===== src/hw/rtl/evr_pkg.sv =====
`timescale 1ns / 1ps
// Package for the Euler XYZ point rotator: widths, constants, payload types
// and the CORDIC arctangent table. No dependencies.
package evr_pkg;

  localparam int unsigned COORD_WIDTH = 32;
  localparam int unsigned ANGLE_WIDTH = 16;

  // two guard bits hold a rotated point before the final clamp
  localparam int unsigned EXT_BITS = 2;
  localparam int unsigned CW_EXT   = COORD_WIDTH + EXT_BITS;

  localparam int unsigned PHASE_W = 32;
  localparam int unsigned FRAC    = 30;
  localparam int unsigned RESID_W = FRAC;
  localparam int unsigned ITERS   = 30;
  localparam int unsigned TRIG_W  = 32;
  localparam int unsigned CX_W    = TRIG_W + 1;
  localparam int unsigned ZW      = 32;
  localparam int unsigned PROD_W  = TRIG_W + CW_EXT;
  localparam int unsigned SUM_W   = PROD_W + 1;

  localparam logic [CX_W-1:0]  CORDIC_GAIN = CX_W'(652032874);
  localparam logic [CX_W-1:0]  CORDIC_ONE  = CX_W'(1) << FRAC;
  localparam logic [SUM_W-1:0] ROUND_HALF  = SUM_W'(1) << (FRAC - 1);

  localparam logic [COORD_WIDTH-1:0] COORD_MAX = {1'b0, {(COORD_WIDTH-1){1'b1}}};
  localparam logic [COORD_WIDTH-1:0] COORD_MIN = {1'b1, {(COORD_WIDTH-1){1'b0}}};

  localparam int unsigned FIFO_DEPTH = 4;
  localparam int unsigned FIFO_AW    = 2;
  localparam int unsigned FIFO_CW    = 3;

  localparam logic [1:0] QUAD_0 = 2'd0;
  localparam logic [1:0] QUAD_1 = 2'd1;
  localparam logic [1:0] QUAD_2 = 2'd2;
  localparam logic [1:0] QUAD_3 = 2'd3;

  typedef enum logic [1:0] {
    AXIS_X,
    AXIS_Y,
    AXIS_Z
  } axis_e;

  // classified word held in the front queue
  typedef struct packed {
    logic [COORD_WIDTH-1:0]        px;
    logic [COORD_WIDTH-1:0]        py;
    logic [COORD_WIDTH-1:0]        pz;
    logic [2:0][1:0]               quad;
    logic [2:0][RESID_W-1:0]       resid;
    logic [2:0]                    exact;
  } front_word_t;

  typedef struct packed {
    logic [FIFO_CW-1:0] count;
    logic               vld;
  } fifo_stat_t;

  typedef struct packed {
    logic [TRIG_W-1:0] c;
    logic [TRIG_W-1:0] s;
  } trig_t;

  typedef struct packed {
    logic [CW_EXT-1:0] x;
    logic [CW_EXT-1:0] y;
    logic [CW_EXT-1:0] z;
    trig_t [2:0]       cs;
  } rot_item_t;

  // atan(2^-i) in units of 2^32 per turn
  function automatic logic [ZW-1:0] atan_val(input int unsigned idx);
    logic [ZW-1:0] v;
    case (idx)
      0:  v = 32'h20000000;
      1:  v = 32'h12E4051E;
      2:  v = 32'h09FB385B;
      3:  v = 32'h051111D4;
      4:  v = 32'h028B0D43;
      5:  v = 32'h0145D7E1;
      6:  v = 32'h00A2F61E;
      7:  v = 32'h00517C55;
      8:  v = 32'h0028BE53;
      9:  v = 32'h00145F2F;
      10: v = 32'h000A2F98;
      11: v = 32'h000517CC;
      12: v = 32'h00028BE6;
      13: v = 32'h000145F3;
      14: v = 32'h0000A2FA;
      15: v = 32'h0000517D;
      16: v = 32'h000028BE;
      17: v = 32'h0000145F;
      18: v = 32'h00000A30;
      19: v = 32'h00000518;
      20: v = 32'h0000028C;
      21: v = 32'h00000146;
      22: v = 32'h000000A3;
      23: v = 32'h00000051;
      24: v = 32'h00000029;
      25: v = 32'h00000014;
      26: v = 32'h0000000A;
      27: v = 32'h00000005;
      28: v = 32'h00000003;
      29: v = 32'h00000001;
      default: v = '0;
    endcase
    return v;
  endfunction

endpackage


===== src/hw/rtl/evr_in_if.sv =====
`timescale 1ns / 1ps
// Input channel of the point rotator: valid/ready plus point and angles.
// Depends on evr_pkg.
interface evr_in_if;
  logic                                  valid;
  logic                                  ready;
  logic signed [evr_pkg::COORD_WIDTH-1:0] point_x;
  logic signed [evr_pkg::COORD_WIDTH-1:0] point_y;
  logic signed [evr_pkg::COORD_WIDTH-1:0] point_z;
  logic [evr_pkg::ANGLE_WIDTH-1:0]        angle_about_x;
  logic [evr_pkg::ANGLE_WIDTH-1:0]        angle_about_y;
  logic [evr_pkg::ANGLE_WIDTH-1:0]        angle_about_z;

  modport source (output valid, point_x, point_y, point_z,
                  angle_about_x, angle_about_y, angle_about_z, input ready);
  modport sink (input valid, point_x, point_y, point_z,
                angle_about_x, angle_about_y, angle_about_z, output ready);
endinterface


===== src/hw/rtl/evr_front.sv =====
`timescale 1ns / 1ps
// Front end: accepts input words, splits each angle into quadrant and
// residual, and queues the classified word. Depends on evr_pkg, evr_in_if.
module evr_front (
  input  logic                 clk_i,
  input  logic                 rst_ni,
  evr_in_if.sink               in_i,
  input  logic                 pop_i,
  output evr_pkg::front_word_t word_o,
  output evr_pkg::fifo_stat_t  stat_o
);

  evr_pkg::front_word_t               word_d;
  evr_pkg::front_word_t               mem_q [evr_pkg::FIFO_DEPTH];
  logic [evr_pkg::FIFO_AW-1:0]        wr_ptr_q, rd_ptr_q;
  logic [evr_pkg::FIFO_CW-1:0]        count_q;
  logic [2:0][evr_pkg::ANGLE_WIDTH-1:0] ang;
  logic [2:0][evr_pkg::PHASE_W-1:0]   phase;
  logic                               push, pop;

  assign ang[0] = in_i.angle_about_x;
  assign ang[1] = in_i.angle_about_y;
  assign ang[2] = in_i.angle_about_z;

  // classify each angle into quadrant and residual phase
  always_comb begin
    word_d.px = in_i.point_x;
    word_d.py = in_i.point_y;
    word_d.pz = in_i.point_z;
    for (int j = 0; j < 3; j++) begin
      phase[j] = evr_pkg::PHASE_W'(ang[j]) << (evr_pkg::PHASE_W - evr_pkg::ANGLE_WIDTH);
      word_d.quad[j]  = phase[j][evr_pkg::PHASE_W-1 -: 2];
      word_d.resid[j] = phase[j][evr_pkg::RESID_W-1:0];
      word_d.exact[j] = (phase[j][evr_pkg::RESID_W-1:0] == '0);
    end
  end

  assign in_i.ready = (count_q != evr_pkg::FIFO_CW'(evr_pkg::FIFO_DEPTH));
  assign push = in_i.valid && in_i.ready;
  assign pop  = pop_i && (count_q != '0);

  // hold queued words
  always_ff @(posedge clk_i) begin
    if (push) begin
      mem_q[wr_ptr_q] <= word_d;
    end
  end

  // advance pointers and count
  always_ff @(posedge clk_i or negedge rst_ni) begin
    if (!rst_ni) begin
      wr_ptr_q <= '0;
      rd_ptr_q <= '0;
      count_q  <= '0;
    end else begin
      if (push) wr_ptr_q <= wr_ptr_q + 1'b1;
      if (pop)  rd_ptr_q <= rd_ptr_q + 1'b1;
      if (push && !pop) count_q <= count_q + 1'b1;
      else if (pop && !push) count_q <= count_q - 1'b1;
    end
  end

  assign word_o       = mem_q[rd_ptr_q];
  assign stat_o.count = count_q;
  assign stat_o.vld   = (count_q != '0);

endmodule


===== src/flat_wrapper.sv =====
// flat-port wrapper written by rule: the top's interface ports become plain ports
module evr_front_flat 
  (clk_i, rst_ni, pop_i, word_o, stat_o, in_i_valid, in_i_point_x, in_i_point_y, in_i_point_z, in_i_angle_about_x, in_i_angle_about_y, in_i_angle_about_z, in_i_ready);
  evr_in_if in_i_i ();
  input  logic clk_i;
  input  logic rst_ni;
  input  logic pop_i;
  output evr_pkg::front_word_t word_o;
  output evr_pkg::fifo_stat_t stat_o;
  input wire logic [$bits(in_i_i.valid)-1:0] in_i_valid;
  input wire logic [$bits(in_i_i.point_x)-1:0] in_i_point_x;
  input wire logic [$bits(in_i_i.point_y)-1:0] in_i_point_y;
  input wire logic [$bits(in_i_i.point_z)-1:0] in_i_point_z;
  input wire logic [$bits(in_i_i.angle_about_x)-1:0] in_i_angle_about_x;
  input wire logic [$bits(in_i_i.angle_about_y)-1:0] in_i_angle_about_y;
  input wire logic [$bits(in_i_i.angle_about_z)-1:0] in_i_angle_about_z;
  output wire logic [$bits(in_i_i.ready)-1:0] in_i_ready;
  assign in_i_i.valid = in_i_valid;
  assign in_i_i.point_x = in_i_point_x;
  assign in_i_i.point_y = in_i_point_y;
  assign in_i_i.point_z = in_i_point_z;
  assign in_i_i.angle_about_x = in_i_angle_about_x;
  assign in_i_i.angle_about_y = in_i_angle_about_y;
  assign in_i_i.angle_about_z = in_i_angle_about_z;
  assign in_i_ready = in_i_i.ready;
  evr_front u_core (.clk_i(clk_i), .rst_ni(rst_ni), .in_i(in_i_i), .pop_i(pop_i), .word_o(word_o), .stat_o(stat_o));
endmodule

===== config.mk =====
export PLATFORM = sky130hd
export DESIGN_NAME = evr_front_flat
export DESIGN_NICKNAME = d
export VERILOG_FILES = /design/src/hw/rtl/evr_pkg.sv /design/src/hw/rtl/evr_in_if.sv /design/src/hw/rtl/evr_front.sv /design/src/flat_wrapper.sv
export SDC_FILE = /design/constraint.sdc
export NUM_CORES = 1
export LEC_CHECK = 0
export BUFFER_PORTS_ARGS = -buffer_cell sky130_fd_sc_hd__buf_2
export CAP_MARGIN = 15
export CELL_PAD_IN_SITES_DETAIL_PLACEMENT = 1
export CELL_PAD_IN_SITES_GLOBAL_PLACEMENT = 1
export CORE_AREA = 5 5 180 268
export DETAILED_ROUTE_END_ITERATION = 12
export DIE_AREA = 0 0 185 273
export HOLD_SLACK_MARGIN = 0.1
export PLACE_DENSITY_LB_ADDON = 0.12
export SYNTH_ARGS = -nofsm -noshare
export SYNTH_HDL_FRONTEND = slang
export SYNTH_SLANG_ARGS = --single-unit

===== constraint.sdc =====
create_clock -name clk_i -period 6.45 [get_ports clk_i]
set_clock_uncertainty 0.1 [all_clocks]
set_input_delay 1.29 -clock clk_i [delete_from_list [all_inputs] [get_ports clk_i]]
set_output_delay 1.29 -clock clk_i [all_outputs]
set_load 0.005 [all_outputs]

Yosys cells after proc, flatten, opt, wreduce, memory -nomap -nowiden --
Memory sizes are Yosys's and may differ from the RTL's. Index checks and enable logic that the tools add are counted.
Storage, ports and cells: output and inout port bits 200, memories kept 1, register bits 7, bits in writable memories 588, logic and storage cells 24
Memories:
- u_core.mem_q | words 4, bits a word 147, read ports 1, clocked after Yosys merged registers in 0, write ports 1, line evr_front.sv:14 | evr_pkg::front_word_t mem_q [evr_pkg::FIFO_DEPTH];
Cells by class: multiplexer cells 4, $add $sub $neg 4, reduce and logical (&&, ||, !) cells 11, eq/ne operators 1
Operator list (count):
- logical NOT 30 bit | 3
- 2-to-1 mux 3 bit | 2
- adder 2 x 1 -> 2 bit, second input constant | 2
- logical AND 1 bit | 4
- adder 3 x 1 -> 3 bit, second input constant | 1
- inequality test 3 bit, second input constant | 1
- nonzero test 3 bit | 1
- subtractor 3 x 1 -> 3 bit, second input constant | 1
- logical NOT 1 bit | 2
- 2-to-1 mux 1 bit | 2
- nonzero test 2 bit | 1

Depth between registers and ports, before layout --
word-level depth 6, gate-level depth with buffers 8, gate-level depth less buffers 8

Worst setup path before layout --
No wires, ideal clock.
path type input to register, from input port in_i_valid, to memory u_core.mem_q[0][0] in the netlist's numbering, enable pin, library setup time 0.524 ns, cell stages on the path 2, arrival 4.961 ns, setup slack 0.865 ns, data required time 5.826 ns, buffers on the path 0, cell sequence a21boi_2 -> and2_1
Between the ends: cells in the longest elaborated chain, start to end 3
RTL lines:
- start: declaration | line flat_wrapper.sv:10 | input wire logic [$bits(in_i_i.valid)-1:0] in_i_valid;
- logical AND 1 bit | line evr_front.sv:39 | assign push = in_i.valid && in_i.ready;
- 2-to-1 mux 1 bit | line evr_front.sv:44 | if (push) begin
- 2-to-1 mux 1 bit (not written as such) | line evr_front.sv:45 | mem_q[wr_ptr_q] <= word_d;
- end: declaration | line evr_front.sv:14
No other way between the ends.

==> flow_summary.ini <==
[placed_design]
hpwlAfterDp_um = 28700
port_buffers = 299
gp_congestion = 0.719
post-place-ws_ps = 2730
placedInstanceArea_sq_um = 24100
dp.cells = 1732

[layout]
fillers = 4000
multi_input_area_sq_um = 3810
syn2layout_area_growth_pct = 16.3
final_cells = 1834
drive_above_1_share_pct = 43.3
fin_nets = 1352
final_area_sq_um = 25700
seq_area_sq_um = 17800

[sta]
fmax_mhz = 240
fin_crit_sh_pct = 64.7
finalCriticalPeriod_ps = 4170
finalSetupViolations = 0
worstMarginPinSlew_ps = 1100
rsz0062_at_grt = no
slew-limit-headroom_pct = 26.0
tns_ps = 0
hold_ws_ps = 459
worst_slack_ps = 2280
maxSlewViolCount = 0
hold_viol = 0

[power]
peakVddDrop_mv = 0.278
total_leakage_power_nw = 8.72
p_per_area_nw_per_um2 = 447
switching_share_pct = 28.1
p_int_mw = 8.24
switching_power_mw = 3.23
power_frac_seq_pct = 47.4
pwr-share-clk_pct = 25.4
comb_power_share_pct = 27.2

[routing]
drc_errors = 0
routed_wl_um = 46000
vias = 9876
drtIter0Drc = 534
detail-route-antenna-nets = 0
drt_first_pass_iters = 4
viasPerCell = 5.38
avgRoutedWirePerCell_um = 25.1

[cts]
cts_resized = 0
root_buffer = clkbuf_16
clock_path_buffers = 3
postCtsSetupBuffers = 0
clk_transition_reported_paths_ps = 60
cts_buffers = 52
hold_buffers = 0
htreeDepth = 2
clock-sinks = 595
cts_tree = built
clk_latency_ps = 560

[synth]
syn_avg_cell_area_sq_um = 25.5
async_flop_share_pct = 1.18
synth_area_leader_cell = edfxtp_1
yosysWarningCount = 0
synth_flop_cell = edfxtp_1
seq_area_frac_synth_pct = 80.8
syn_inst = 867
synth.most_common_cell = edfxtp_1
netlist_top_cells_area = edfxtp_1, mux4_2, buf_4
syn_area_sq_um = 22100
synth_top_area_share_pct = 80.0
ys_seq_elements = 595
synth_edf_count = 588
synthTopCellsByCount = edfxtp_1, mux4_2, buf_4
synth_cell_types = 23

[floorplanning]
die_area_sq_um = 50500
die_w_um = 185
initial_utilization_pct = 48.4
ios = 348
rows = 96
die_height_um = 273
coreArea_sq_um = 45600

[critical_path]
cp_slowest_stage_delay_ps = 1100
cp-end-kind = output port
worstSetupPathType = register to output port
worstPathArrival_ps = 2780
slowest_stage = dfrtp_4
startpoint_type = register
cp.required_ps = 5060
cp_cell_sequence = buf_4 > mux4_2 > buf_2
critPathBufInv = 2
critPathMaxFanout = 66
cp_top_family = flip-flops

[status]
status = complete, no violations

[global_route]
grt.total_usage_pct = 18.2
grt_antenna_before_repair = 15
grt_max_degree = 69
grt_pass1_vias = 10800
grt_pass1_wl_um = 68800
globalRoute.totalOverflow = 0

[hold_path]
hold_class = input pin to async pin

[flow_run]
maxCapViolCount = 0
-- worst register-to-register path, delay by kind of cell, from the launching register on --
kind | cells | cell delay (ps)
compound gates | 1 | 370
buf+inv | 1 | 670
flops | 1 | 460
simple gates | 2 | 750
-- cells by family (layout without fill, tap and decap cells) --
logic type	count (synthesis)	after routing	synth area share, %
other	1	57	0.0170
multiplexers	149	149	15.1
AND/OR/NAND/NOR	25	25	0.640
flip-flops	595	595	80.8
AO/OA/AOI/OAI	1	1	0.0510
XOR/XNOR	6	6	0.238
buffers and inverters	84	407	2.82
adder cells (fa/ha/maj)	6	6	0.374
-- layout by cell type (no fill, tap or decap), types with 2 or more instances in the layout --
cell          n
edfxtp_1    588
buf_2       299
mux4_2      147
clkbuf_16    53
conb_1       48
clkinv_1     17
clkinv_2     10
diode_2       9
nor4_1        9
clkbuf_1      7
buf_12        7
nand2_1       5
ha_1          5
buf_4         5
dfrtp_1       5
and2_4        4
xnor2_1       4
inv_1         3
or4_1         3
bufinv_16     3
clkinvlp_4    3
nor2_1        2
mux2_2        2
xor2_1        2
dfrtp_4       2
-- per-layer routing --
layer  vias to the layer above  global-route usage, %  part of all wire [%]
met1                      5219                   22.8                    37
met5                         -                      0                  0.15
met3                        69                   4.73                   6.8
met2                       309                   31.7                    54
li1                       4269                      -                     -
met4                        10                   4.64                   1.8
-- path summary, 6_finish.rpt --
path                                    start                  end  slack [ps]  depth (start not counted)
min                                    rst_ni    u_core.count_q[2]         460                          1
max in group asynchronous              rst_ni   u_core.rd_ptr_q[1]        5600                          1
max reg2reg                 u_core.count_q[0]  u_core.mem_q[1][98]        3690                          4
max                        u_core.rd_ptr_q[1]          word_o[158]        2280                          3
min reg2reg                 u_core.count_q[2]    u_core.count_q[2]         470                          1
min in group clk_i          u_core.count_q[2]    u_core.count_q[2]         470                          1
-- stage by stage --
stage	util [%]	total power, mW
2_1_floorplan	-	7.46
3_3_place_gp	52.7	8.71
3_5_place_dp	52.7	8.79
4_1_cts	56.2	11.7
5_1_grt	56.2	12.1
6_report	56.2	11.5
-- registers in the layout, indices dropped and copies added, names as in the netlist --
name and flops:
u_core.wr_ptr_q 2, u_core.mem_q 588, u_core.rd_ptr_q 2, u_core.count_q 3
-- layout make-up --
cell class | count | area share (%)
flip-flops and latches | 595 | 69.5
multi-input cells | 235 | 14.8
repair buffers | 311 | 6.52
clock buffers | 60 | 5.27
well taps | 588 | 2.87
clock inverters | 33 | 0.882
diodes | 9 | 0.0877
inverters | 3 | 0.0439
-- power by group through the flow --
stage | Sequential, mW | Clock [mW] | Combinational [mW]
6_report | 5.44 | 2.91 | 3.11
5_1_grt | 5.52 | 3.19 | 3.37
4_1_cts | 5.47 | 3.00 | 3.25
3_5_place_dp | 5.55 | 0 | 3.24
3_3_place_gp | 5.49 | 0 | 3.23
2_1_floorplan | 5.41 | 0 | 2.06
No activity file was read; power rests on OpenSTA's default activity.
